**src/rtl/fskr_pkg.sv**
```systemverilog
// ----------------------------------------------------------------------------
// fskr_pkg: shared definitions for the fence and separator key router
// Key widths, operation, direction and register codes, and the control
// structs that pass between the sequencer, the comparator and the store.
// ----------------------------------------------------------------------------
package fskr_pkg;

  localparam int MAX_SEGMENTS_DEF = 16;

  localparam int KEY_W   = 64;
  localparam int OP_W    = 2;
  localparam int POS_W   = 4;
  localparam int DIR_W   = 2;
  localparam int SEG_W   = 20;
  localparam int GATE_W  = 16;
  localparam int SEGS_W  = 5;
  localparam int CFG_IDX_W = 3;

  // Operation codes
  localparam logic [OP_W-1:0] OP_ROUTE = 2'd0;
  localparam logic [OP_W-1:0] OP_SET   = 2'd1;
  localparam logic [OP_W-1:0] OP_READ  = 2'd2;

  // Direction codes
  localparam logic [DIR_W-1:0] DIR_AHEAD   = 2'd0;
  localparam logic [DIR_W-1:0] DIR_LEFT    = 2'd1;
  localparam logic [DIR_W-1:0] DIR_RIGHT   = 2'd2;
  localparam logic [DIR_W-1:0] DIR_INVALID = 2'd3;

  // Configuration register indexes
  localparam logic [CFG_IDX_W-1:0] CFG_LOW_SRC  = 3'd0;
  localparam logic [CFG_IDX_W-1:0] CFG_LOW_DST  = 3'd1;
  localparam logic [CFG_IDX_W-1:0] CFG_HIGH_SRC = 3'd2;
  localparam logic [CFG_IDX_W-1:0] CFG_HIGH_DST = 3'd3;
  localparam logic [CFG_IDX_W-1:0] CFG_GATE     = 3'd4;
  localparam logic [CFG_IDX_W-1:0] CFG_SEGS     = 3'd5;

  // Outcome of one lexicographic key compare (a against b)
  typedef struct packed {
    logic lt;
    logic eq;
  } cmp_t;

  // Store access strobes from the sequencer
  typedef struct packed {
    logic wr_en;
    logic rd_en;
  } sep_ctl_t;

endpackage

```
**src/rtl/fence_and_separator_key_router.sv**
```systemverilog
// ----------------------------------------------------------------------------
// fence_and_separator_key_router: routes 128-bit keys to gate segments
// Checks a key against the gate's low and high fences, then scans the stored
// separators with one shared comparator to pick the global segment number.
// Also writes and reads single separators.
// ----------------------------------------------------------------------------
//
//  channel   | handshake                 | payload
//  ----------+---------------------------+-------------------------------------
//  command   | start, busy               | operation_i, key_source_i,
//            |                           | key_destination_i, segment_position_i
//  result    | result_valid_o (1 cycle)  | direction_o, segment_number_o,
//            |                           | read_source_o, read_destination_o
//  config    | cfg_we_i                  | cfg_index_i, cfg_data_i
//
// A transaction is taken at a clock edge with start high and busy low; busy
// then stays high until the result is formed. A set, or a read at position
// zero or outside the window, ends in the execute state; a read in the window
// waits for the store's registered read. A route ends early when the gate is
// invalid or the key lies left of the low fence, else checks the high fence
// and then scans up to segments_in_use-1 separators one at a time, through
// the single key comparator and the one read port of the separator memory.
// The result strobe shows in the same cycle in which busy falls; the next
// transaction can be taken in that same cycle. The receiver cannot stall the result.
// Reset restores the sequencer and the configuration registers; separator
// entries read as the maximum key through per-entry valid bits, so no
// clearing pass is needed.
//
module fence_and_separator_key_router #(
  parameter int MAX_SEGMENTS = fskr_pkg::MAX_SEGMENTS_DEF
) (
  input  logic                           clk_i,
  input  logic                           rst_ni,
  // command transaction
  input  logic                           start,
  output logic                           busy,
  input  logic [fskr_pkg::OP_W-1:0]      operation_i,
  input  logic [fskr_pkg::KEY_W-1:0]     key_source_i,
  input  logic [fskr_pkg::KEY_W-1:0]     key_destination_i,
  input  logic [fskr_pkg::POS_W-1:0]     segment_position_i,
  // result transaction
  output logic                           result_valid_o,
  output logic [fskr_pkg::DIR_W-1:0]     direction_o,
  output logic [fskr_pkg::SEG_W-1:0]     segment_number_o,
  output logic [fskr_pkg::KEY_W-1:0]     read_source_o,
  output logic [fskr_pkg::KEY_W-1:0]     read_destination_o,
  // configuration writes
  input  logic                           cfg_we_i,
  input  logic [fskr_pkg::CFG_IDX_W-1:0] cfg_index_i,
  input  logic [fskr_pkg::KEY_W-1:0]     cfg_data_i
);

  localparam int DEPTH  = MAX_SEGMENTS - 1;
  localparam int ADDR_W = (DEPTH > 1) ? $clog2(DEPTH) : 1;
  localparam int CNT_W  = $clog2(MAX_SEGMENTS);
  localparam int LEN_W  = $clog2(MAX_SEGMENTS + 1);
  localparam int EXT_W  = (LEN_W > fskr_pkg::SEGS_W) ? LEN_W : fskr_pkg::SEGS_W;
  localparam int KEY_W  = fskr_pkg::KEY_W;

  // Sequencer states
  localparam logic [2:0] ST_IDLE   = 3'd0;
  localparam logic [2:0] ST_EXEC   = 3'd1;
  localparam logic [2:0] ST_HIGH   = 3'd2;
  localparam logic [2:0] ST_SCAN   = 3'd3;
  localparam logic [2:0] ST_RDWAIT = 3'd4;

  // Configuration registers
  logic [KEY_W-1:0]              low_src_q, low_dst_q, high_src_q, high_dst_q;
  logic [fskr_pkg::GATE_W-1:0]   gate_q;
  logic [fskr_pkg::SEGS_W-1:0]   segs_q;

  // Sequencer and transaction registers
  logic [2:0]                    state_q, state_d;
  logic [fskr_pkg::OP_W-1:0]     op_q;
  logic [KEY_W-1:0]              key_src_q, key_dst_q;
  logic [fskr_pkg::POS_W-1:0]    pos_q;
  logic [LEN_W-1:0]              len_q, len_d;
  logic [CNT_W-1:0]              cnt_q, cnt_d;
  logic [fskr_pkg::SEG_W-1:0]    base_q;

  // Result registers
  logic                          res_valid_q, res_valid_d;
  logic [fskr_pkg::DIR_W-1:0]    dir_q, dir_d;
  logic [fskr_pkg::SEG_W-1:0]    seg_q, seg_d;
  logic [KEY_W-1:0]              rs_q, rs_d, rd_q, rd_d;

  // Shared comparator and store hookup
  logic [KEY_W-1:0]              cmp_a_src, cmp_a_dst, cmp_b_src, cmp_b_dst;
  fskr_pkg::cmp_t                cmp;
  fskr_pkg::sep_ctl_t            sep_ctl;
  logic [ADDR_W-1:0]             sep_wr_addr, sep_rd_addr;
  logic [KEY_W-1:0]              sep_src, sep_dst;

  logic                          accept;
  logic [EXT_W-1:0]              segs_ext;
  logic                          pos_in_window;
  logic                          low_is_max;
  logic [CNT_W-1:0]              cnt_inc;

  assign accept = start && !busy;
  assign busy   = state_q != ST_IDLE;

  // Clamp the window length into 1..MAX_SEGMENTS
  assign segs_ext = EXT_W'(segs_q);
  always_comb begin
    if (segs_ext == '0) begin
      len_d = LEN_W'(1);
    end else if (segs_ext > EXT_W'(MAX_SEGMENTS)) begin
      len_d = LEN_W'(MAX_SEGMENTS);
    end else begin
      len_d = LEN_W'(segs_ext);
    end
  end

  assign pos_in_window = EXT_W'(pos_q) < EXT_W'(len_q);
  assign low_is_max    = (&low_src_q) && (&low_dst_q);
  assign cnt_inc       = cnt_q + CNT_W'(1);

  // Comparator operands: key against a fence, or separator against key
  always_comb begin
    cmp_a_src = key_src_q;
    cmp_a_dst = key_dst_q;
    cmp_b_src = low_src_q;
    cmp_b_dst = low_dst_q;
    case (state_q)
      ST_HIGH: begin
        cmp_b_src = high_src_q;
        cmp_b_dst = high_dst_q;
      end
      ST_SCAN: begin
        cmp_a_src = sep_src;
        cmp_a_dst = sep_dst;
        cmp_b_src = key_src_q;
        cmp_b_dst = key_dst_q;
      end
      default: begin
      end
    endcase
  end

  fskr_key_cmp u_cmp (
    .a_src_i (cmp_a_src),
    .a_dst_i (cmp_a_dst),
    .b_src_i (cmp_b_src),
    .b_dst_i (cmp_b_dst),
    .cmp_o   (cmp)
  );

  fskr_sep_store #(
    .DEPTH  (DEPTH),
    .ADDR_W (ADDR_W)
  ) u_store (
    .clk_i     (clk_i),
    .rst_ni    (rst_ni),
    .ctl_i     (sep_ctl),
    .wr_addr_i (sep_wr_addr),
    .wr_src_i  (key_src_q),
    .wr_dst_i  (key_dst_q),
    .rd_addr_i (sep_rd_addr),
    .rd_src_o  (sep_src),
    .rd_dst_o  (sep_dst)
  );

  // Position p lives at entry p-1
  assign sep_wr_addr = ADDR_W'(pos_q - fskr_pkg::POS_W'(1));

  // Sequencer
  always_comb begin
    state_d     = state_q;
    cnt_d       = cnt_q;
    res_valid_d = 1'b0;
    dir_d       = fskr_pkg::DIR_AHEAD;
    seg_d       = '0;
    rs_d        = '0;
    rd_d        = '0;
    sep_ctl     = '0;
    sep_rd_addr = '0;
    case (state_q)
      ST_IDLE: begin
        if (accept) begin
          state_d = ST_EXEC;
        end
      end
      ST_EXEC: begin
        state_d = ST_IDLE;
        res_valid_d = 1'b1;
        case (op_q)
          fskr_pkg::OP_ROUTE: begin
            if (low_is_max) begin
              dir_d = fskr_pkg::DIR_INVALID;
            end else if (cmp.lt) begin
              dir_d = fskr_pkg::DIR_LEFT;
            end else begin
              res_valid_d = 1'b0;
              state_d     = ST_HIGH;
            end
          end
          fskr_pkg::OP_SET: begin
            // Drop writes to position zero and outside the window
            sep_ctl.wr_en = pos_in_window && (pos_q != '0);
          end
          fskr_pkg::OP_READ: begin
            if (pos_q == '0) begin
              rs_d = low_src_q;
              rd_d = low_dst_q;
            end else if (pos_in_window) begin
              res_valid_d   = 1'b0;
              sep_ctl.rd_en = 1'b1;
              sep_rd_addr   = sep_wr_addr;
              state_d       = ST_RDWAIT;
            end else begin
              rs_d = '1;
              rd_d = '1;
            end
          end
          default: begin
          end
        endcase
      end
      ST_HIGH: begin
        if (!(cmp.lt || cmp.eq)) begin
          state_d     = ST_IDLE;
          res_valid_d = 1'b1;
          dir_d       = fskr_pkg::DIR_RIGHT;
        end else if (len_q == LEN_W'(1)) begin
          state_d     = ST_IDLE;
          res_valid_d = 1'b1;
          seg_d       = base_q;
        end else begin
          // Fetch the first separator and start counting
          sep_ctl.rd_en = 1'b1;
          cnt_d         = '0;
          state_d       = ST_SCAN;
        end
      end
      ST_SCAN: begin
        if (cmp.lt || cmp.eq) begin
          cnt_d = cnt_inc;
          if (LEN_W'(cnt_q) + LEN_W'(2) < len_q) begin
            // Advance to the next separator
            sep_ctl.rd_en = 1'b1;
            sep_rd_addr   = ADDR_W'(cnt_inc);
          end else begin
            state_d     = ST_IDLE;
            res_valid_d = 1'b1;
            seg_d       = base_q + fskr_pkg::SEG_W'(cnt_inc);
          end
        end else begin
          state_d     = ST_IDLE;
          res_valid_d = 1'b1;
          seg_d       = base_q + fskr_pkg::SEG_W'(cnt_q);
        end
      end
      ST_RDWAIT: begin
        state_d     = ST_IDLE;
        res_valid_d = 1'b1;
        rs_d        = sep_src;
        rd_d        = sep_dst;
      end
      default: begin
        state_d = ST_IDLE;
      end
    endcase
  end

  // Control state and configuration
  always_ff @(posedge clk_i or negedge rst_ni) begin
    if (!rst_ni) begin
      state_q     <= ST_IDLE;
      res_valid_q <= 1'b0;
      cnt_q       <= '0;
      low_src_q   <= '1;
      low_dst_q   <= '1;
      high_src_q  <= '1;
      high_dst_q  <= '1;
      gate_q      <= '0;
      segs_q      <= fskr_pkg::SEGS_W'(16);
    end else begin
      state_q     <= state_d;
      res_valid_q <= res_valid_d;
      cnt_q       <= cnt_d;
      if (cfg_we_i) begin
        case (cfg_index_i)
          fskr_pkg::CFG_LOW_SRC:  low_src_q  <= cfg_data_i;
          fskr_pkg::CFG_LOW_DST:  low_dst_q  <= cfg_data_i;
          fskr_pkg::CFG_HIGH_SRC: high_src_q <= cfg_data_i;
          fskr_pkg::CFG_HIGH_DST: high_dst_q <= cfg_data_i;
          fskr_pkg::CFG_GATE:     gate_q     <= cfg_data_i[fskr_pkg::GATE_W-1:0];
          fskr_pkg::CFG_SEGS:     segs_q     <= cfg_data_i[fskr_pkg::SEGS_W-1:0];
          default: begin
          end
        endcase
      end
    end
  end

  // Transaction payload and results
  always_ff @(posedge clk_i) begin
    if (accept) begin
      op_q      <= operation_i;
      key_src_q <= key_source_i;
      key_dst_q <= key_destination_i;
      pos_q     <= segment_position_i;
      len_q     <= len_d;
    end
    if (state_q == ST_EXEC) begin
      // First segment of the gate, wrapped to the segment number width
      base_q <= fskr_pkg::SEG_W'(gate_q) * fskr_pkg::SEG_W'(len_q);
    end
    if (res_valid_d) begin
      dir_q <= dir_d;
      seg_q <= seg_d;
      rs_q  <= rs_d;
      rd_q  <= rd_d;
    end
  end

  assign result_valid_o     = res_valid_q;
  assign direction_o        = dir_q;
  assign segment_number_o   = seg_q;
  assign read_source_o      = rs_q;
  assign read_destination_o = rd_q;

  // Scan never reads past the last separator of the window
  a_scan_in_window: assert property (@(posedge clk_i) disable iff (!rst_ni)
    state_q == ST_SCAN |-> LEN_W'(cnt_q) + LEN_W'(1) < len_q)
    else $error("separator scan ran past the window");

  // A result follows only from work in progress
  a_result_from_work: assert property (@(posedge clk_i) disable iff (!rst_ni)
    result_valid_o |-> $past(state_q) != ST_IDLE)
    else $error("result strobe without a transaction");

  // A taken transaction makes the block busy
  a_accept_busy: assert property (@(posedge clk_i) disable iff (!rst_ni)
    accept |=> busy)
    else $error("transaction taken but block not busy");

  // Non-ahead directions carry no segment number
  a_seg_zero: assert property (@(posedge clk_i) disable iff (!rst_ni)
    result_valid_o && direction_o != fskr_pkg::DIR_AHEAD |-> segment_number_o == '0)
    else $error("segment number set without go ahead");

  // Store is never written while a route is in flight
  a_no_write_in_scan: assert property (@(posedge clk_i) disable iff (!rst_ni)
    (state_q == ST_SCAN || state_q == ST_HIGH) |-> !sep_ctl.wr_en)
    else $error("separator write during route");

endmodule

```
**src/rtl/fskr_key_cmp.sv**
```systemverilog
// ----------------------------------------------------------------------------
// fskr_key_cmp: shared 128-bit key comparator
// Compares two (source, destination) keys lexicographically, source first.
// ----------------------------------------------------------------------------
module fskr_key_cmp (
  input  logic [fskr_pkg::KEY_W-1:0] a_src_i,
  input  logic [fskr_pkg::KEY_W-1:0] a_dst_i,
  input  logic [fskr_pkg::KEY_W-1:0] b_src_i,
  input  logic [fskr_pkg::KEY_W-1:0] b_dst_i,
  output fskr_pkg::cmp_t             cmp_o
);

  logic src_lt;
  logic src_eq;
  logic dst_lt;
  logic dst_eq;

  assign src_lt = a_src_i < b_src_i;
  assign src_eq = a_src_i == b_src_i;
  assign dst_lt = a_dst_i < b_dst_i;
  assign dst_eq = a_dst_i == b_dst_i;

  // Destination half decides only on a tie in the source half
  assign cmp_o.lt = src_lt | (src_eq & dst_lt);
  assign cmp_o.eq = src_eq & dst_eq;

endmodule

```
**src/rtl/fskr_sep_store.sv**
```systemverilog
// ----------------------------------------------------------------------------
// fskr_sep_store: separator key memory
// One write port and one registered read port; per-entry valid bits make
// entries that were never written read as the maximum key.
// ----------------------------------------------------------------------------
module fskr_sep_store #(
  parameter int DEPTH  = fskr_pkg::MAX_SEGMENTS_DEF - 1,
  parameter int ADDR_W = $clog2(fskr_pkg::MAX_SEGMENTS_DEF - 1)
) (
  input  logic                       clk_i,
  input  logic                       rst_ni,
  input  fskr_pkg::sep_ctl_t         ctl_i,
  input  logic [ADDR_W-1:0]          wr_addr_i,
  input  logic [fskr_pkg::KEY_W-1:0] wr_src_i,
  input  logic [fskr_pkg::KEY_W-1:0] wr_dst_i,
  input  logic [ADDR_W-1:0]          rd_addr_i,
  output logic [fskr_pkg::KEY_W-1:0] rd_src_o,
  output logic [fskr_pkg::KEY_W-1:0] rd_dst_o
);

  localparam int ENTRY_W = 2 * fskr_pkg::KEY_W;

  logic [ENTRY_W-1:0] mem [DEPTH];
  logic [DEPTH-1:0]   valid_q;
  logic [ENTRY_W-1:0] rd_data_q;
  logic               rd_valid_q;

  always_ff @(posedge clk_i) begin
    if (ctl_i.wr_en) begin
      mem[wr_addr_i] <= {wr_src_i, wr_dst_i};
    end
    if (ctl_i.rd_en) begin
      rd_data_q <= mem[rd_addr_i];
    end
  end

  always_ff @(posedge clk_i or negedge rst_ni) begin
    if (!rst_ni) begin
      valid_q    <= '0;
      rd_valid_q <= 1'b0;
    end else begin
      if (ctl_i.wr_en) begin
        valid_q[wr_addr_i] <= 1'b1;
      end
      if (ctl_i.rd_en) begin
        rd_valid_q <= valid_q[rd_addr_i];
      end
    end
  end

  // Unwritten entries hold the maximum key
  assign rd_src_o = rd_valid_q ? rd_data_q[ENTRY_W-1:fskr_pkg::KEY_W] : '1;
  assign rd_dst_o = rd_valid_q ? rd_data_q[fskr_pkg::KEY_W-1:0]       : '1;

endmodule

```
**config.mk**
```make
export PLATFORM = sky130hd
export DESIGN_NAME = fence_and_separator_key_router
export DESIGN_NICKNAME = d
export VERILOG_FILES = /design/src/rtl/fskr_pkg.sv /design/src/rtl/fence_and_separator_key_router.sv /design/src/rtl/fskr_key_cmp.sv /design/src/rtl/fskr_sep_store.sv
export SDC_FILE = /design/constraint.sdc
export NUM_CORES = 2
export LEC_CHECK = 0
export BUFFER_PORTS_ARGS = -buffer_cell sky130_fd_sc_hd__buf_2
export CORE_MARGIN = 2
export CORE_UTILIZATION = 34
export CTS_CLUSTER_SIZE = 24
export DETAILED_ROUTE_END_ITERATION = 10
export RECOVER_POWER = 50
export SYNTH_ARGS = -nofsm -noshare
export SYNTH_HDL_FRONTEND = slang
export SYNTH_HIERARCHICAL = 1
export SYNTH_SLANG_ARGS = --single-unit
```
**constraint.sdc**
```tcl
create_clock -name clk_i -period 15.3 [get_ports clk_i]
set_input_delay 2.295 -clock clk_i [delete_from_list [all_inputs] [get_ports clk_i]]
set_output_delay 2.295 -clock clk_i [all_outputs]
set_load 0.01 [all_outputs]
```
Word level (Yosys, flattened, before mapping) --
Memories as Yosys holds them, arrays and structs flattened. A register that Yosys moved wholly into a read port is not among the register bits. Cells that the tools add are included.
Operators by class: add/sub/neg operators 5, multipliers 1, magnitude comparators 8, equality and inequality tests 19, multiplexer cells 71, bitwise logic cells 4, reduce and logical (&&, ||, !) cells 25
Operators with widths (count):
- $mux 64 | 9
- $pmux 64 s2 | 4
- $eq 64x64->1 | 2
- $lt 64x64->1 | 2
- $reduce_and 64->1 | 2
- $mux 20 | 4
- $add 20x4->20 | 2
- $pmux 20 s2 | 1
- $mux 4 | 8
- $mux 1 | 22
- $mul 16x5->20 | 1
- $mux 3 | 6
- $pmux 4 s2 | 2
- $or 15x15->15 | 1
- $reduce_and 2->1 | 7
- $eq 3x2->1 const B | 4
- $mux 2 | 6
- $pmux 3 s4 | 1
- $lt 4x5->1 const B | 2
- $eq 3x3->1 const B | 3
- $ne 2x2->1 const B | 4
- $eq 3x1->1 const B | 2
- $logic_not 3->1 | 2
- $pmux 3 s2 | 1
- 31 further kinds | 35
Storage, ports and cells: register bits after elaboration 610, memory bits (writable) 1920, output and inout port bits 152, memories 1
Memory list:
- u_store.mem | depth 15, width 128, rd ports 1, clocked after Yosys merged registers in 1, wr ports 1, line fskr_sep_store.sv:23 | logic [ENTRY_W-1:0] mem [DEPTH];

Depth between registers and ports, before layout --
word-level depth 10, mapped depth 29, depth with buffers taken out 21

By module --
Netlist, hierarchy kept.
Modules (own cells, without submodules):
- fskr_sep_store | instances 1, cells each 3444, area an instance 78241.3 um2
- fence_and_separator_key_router | instances 1, cells each 2750, area an instance 30127.6 um2
- fskr_key_cmp | instances 1, cells each 455, area an instance 3229.3 um2

Worst setup path after synthesis --
OpenSTA, ideal clock, no wires.
kind register to register, start register state_q[2], end register res_valid_q (netlist: result_valid_o), arrival 11638 ps, required time 14390 ps, slack 2751 ps, cell stages (with the launch flop) 21, buffers on the path 5, clock period less this slack 12549 ps, cells stage by stage dfrtp_1 nand2b_1 clkbuf_1 clkbuf_1 clkbuf_1 clkbuf_1 nand2_1 o21ai_0 inv_1 ha_1 nand4_2 nor4_2 nand2_1 or4_4 o211ai_1 o41ai_2 nor2_2 a211o_1 buf_4 a21oi_2 o221ai_1
RTL lines:
- from (decl) | line fence_and_separator_key_router.sv:73 | logic [2:0] state_q, state_d;
- from (signal assigned) | line fence_and_separator_key_router.sv:279 | state_q <= state_d;
- to (signal assigned) | line fence_and_separator_key_router.sv:280 | res_valid_q <= res_valid_d;
- to (decl) | line fence_and_separator_key_router.sv:82 | logic res_valid_q, res_valid_d;

==> flow_metrics.env <==
export IMPL_cts_buffers=288
export IMPL_cts_tree="built"
export IMPL_routabilityCongestion=0.882
export IMPL_clk_pin_slew_ns=0.06
export IMPL_clock_path_buffers=4
export IMPL_setup_viol=0
export IMPL_cts_root_buffer="clkbuf_16"
export IMPL_overflow=0
export IMPL_yosys_top_cells_count="2,357 x edfxtp_1, 857 x nand2_1, 475 x mux4_2"
export IMPL_setup_slack_ns=4.24
export IMPL_ctsHoldBuffers=0
export IMPL_reg_top3="u_store/mem: 1920 flops, u_store/rd_data_q: 128 flops"
export IMPL_synth_cell_types=77
export IMPL_dieArea_mm2=0.333
export IMPL_syn_area_per_cell_um2=16.8
export IMPL_final_nets=7487
export IMPL_synth_top_area_share_pct=63.4
export IMPL_die_x_um=577
export IMPL_clock_latency_ns=0.88
export IMPL_start_util_pct=34.1
export IMPL_rows=210
export IMPL_drtIter0Drc=6796
export IMPL_cts_resized=0
export IMPL_dp_cells=11100
export IMPL_post_drt_wl_per_cell_um=28.9
export IMPL_max_cap_violations=11
export IMPL_htree_num_levels=5
export IMPL_synth_edf_count=2357
export IMPL_max_vdd_ir_drop_uv=134
export IMPL_power_density_mw_per_mm2=174
export IMPL_first_pass_iters=8
export IMPL_grt_use_total_pct=19.9
export IMPL_total_leakage_power_uw=0.0419
export IMPL_grt_pass1_wl_um=473000
export IMPL_drcViolationCount=0
export IMPL_final_cells=11700
export IMPL_cts_sinks=2658
export IMPL_die_y_um=577
export IMPL_maxSlewViolCount=628
export IMPL_rsz0062_at_grt="no"
export IMPL_period_needed_ns=11.06
export IMPL_drt_total_wl_um=338000
export IMPL_critPathSlowestCell="dfrtp_1"
export IMPL_netlist_area_mm2=0.112
export IMPL_synth_ff_type="edfxtp_1"
export IMPL_vias=62600
export IMPL_portBuffers=356
export IMPL_power_uw=22200
export IMPL_critical_path_class="flip-flop to flip-flop"
export IMPL_synthArstFlopShare_pct=11.3
export IMPL_yosysSeqAreaShare_pct=70.5
export IMPL_largest_reg_flops=1920
export IMPL_viasPerCell=5.37
export IMPL_hold_viol=0
export IMPL_regMostFlops="u_store/mem"
export IMPL_skew_ns=0.0605
export IMPL_crit_arrival_ns=11.63
export IMPL_synthTopCellsByArea="edfxtp_1 63%, mux4_2 9.6%, dfstp_2 6.1%, nand2_1 2.9%, mux2_2 2.8%"
export IMPL_start_kind="flip-flop"
export IMPL_worstPathRequired_ns=15.87
export IMPL_worst_pin_slew_ns=7.40
export IMPL_dpl_hpwl_um=205000
export IMPL_violations="max-capacitance violations, max-slew violations"
export IMPL_syn_nets=7073
export IMPL_synth_most_common_cell="edfxtp_1"
export IMPL_fin_crit_sh_pct=72.3
export IMPL_post_place_ws_ns=5.28
export IMPL_drive_above_1_share_pct=23.6
export IMPL_path_cells="and2_4 > buf_4 > nand2_1 > nand2_1 > ha_1 > a21oi_1 > nor2b_1 > o211ai_1 > a21oi_1 > a211oi_1 > a21oi_1 > o41ai_2 > nor2_2 > a211o_1 > or2_2 > o22ai_4 > buf_4 > buf_4 > mux4_2 > nor2b_1 > a211oi_1 > a21oi_1"
export IMPL_pin_count=357
export IMPL_yosysWarnings=6
export IMPL_synthCells=6649
export IMPL_cts_setup_buffers=0
export IMPL_core_area_mm2=0.327
export IMPL_synth_seq_cells=2658
export IMPL_area_growth_pct=14.1
export IMPL_cp_end_kind="flip-flop"
export IMPL_grt_start_max_net_pins=182
export IMPL_grt_pass1_vias=61800
export IMPL_cp_slowest_stage_delay_ns=1.59
export IMPL_slew_headroom_pct=-394
export IMPL_postRouteAntennaNets=0
export IMPL_max_freq_ghz=0.0904
export IMPL_cp_common_cell="a21oi_1"
export IMPL_grt_antenna_before_repair=97
export IMPL_hp_class="flip-flop to flip-flop"
export IMPL_crit_fanout=55
export IMPL_setup_tns_ns=0
export IMPL_status="finished with violations"
export IMPL_fill_cells=30000
export IMPL_yosys_area_top_type="edfxtp_1"
-- worst max-delay path, delay by kind of cell, from the launching register on --
kind	cells	cell delay [ns]
AOI/OAI and AO/OA	10	3.78
adders and majority gates	1	0.24
buffers and inverters	3	2.34
DFF	1	1.59
muxes	1	0.60
and+or+nand+nor	7	1.96
-- cell usage in the layout, fill, tap and decap left out, types with 136 or more instances in the layout --
master	instances
mux2_2	276
mux2i_1	285
mux4_2	475
clkbuf_1	299
buf_2	151
o21ai_0	411
inv_1	213
nand2b_1	136
nor2_1	166
clkbuf_16	299
ha_1	176
nand2_1	855
dfstp_2	257
edfxtp_1	2357
-- power by group --
group | total [µW] | internal [µW] | switching, µW
clock | 6840 | 3960 | 2870
sequential | 10300 | 9390 | 874
combinational | 5100 | 1900 | 3200
total | 22200 | 15200 | 6950
-- final timing paths --
check	from	endpoint	slack (ns)	cells past startpoint
worst max-delay path	state_q[0]	u_store/rd_data_q[75]	4.24	22
worst min-delay path	u_store/valid_q[10]	u_store/valid_q[10]	0.47	1
worst max register to register	state_q[0]	u_store/rd_data_q[75]	4.24	22
worst min register to register	u_store/valid_q[10]	u_store/valid_q[10]	0.47	1
max in group asynchronous	rst_ni	low_src_q[29]	5.90	3
min in group asynchronous	rst_ni	result_valid_o	3.40	1
-- final cells by class --
class	instances	area, µm²	area share, %
inverters	213	800	0.628
flip-flops and latches	2658	78600	61.8
multi-input cells	3430	30700	24.1
diodes	31	77.6	0.0609
well taps	4346	5440	4.27
repair buffers	472	2500	1.97
clock inverters	133	1210	0.950
clock buffers	384	7960	6.25
-- metrics by stage --
step | util, % | hold slack, ns | cell area, µm²
detailed placement | 36.2 | 0.452 | 118000
finish | 38.9 | 0.468 | 127000
CTS | 39.1 | 0.468 | 128000
global route | 38.9 | 0.480 | 127000
global placement | 36.2 | 0.445 | 118000
floorplan | - | 0.434 | 112000
-- logic make-up after synthesis --
group                      after synthesis  synth area share [%]
AOI/OAI and AO/OA                      694                  3.55
muxes                                 1037                  14.9
DFF                                   2658                  70.5
adders and majority gates              219                  2.74
buffers and inverters                  561                  2.25
xor gates and xnor gates                28                 0.220
and+or+nand+nor                       1452                  5.84
-- per-layer routing --
layer  share of wire, %  global-route usage (%)  up-vias
li1                   -                       -    26300
met1                 41                    27.0    33100
met2                 47                    31.7     2651
met3                7.8                    3.67      529
met4                4.1                    7.70       34
met5              0.060                       0        -
No activity file was read; power rests on OpenSTA's default activity.
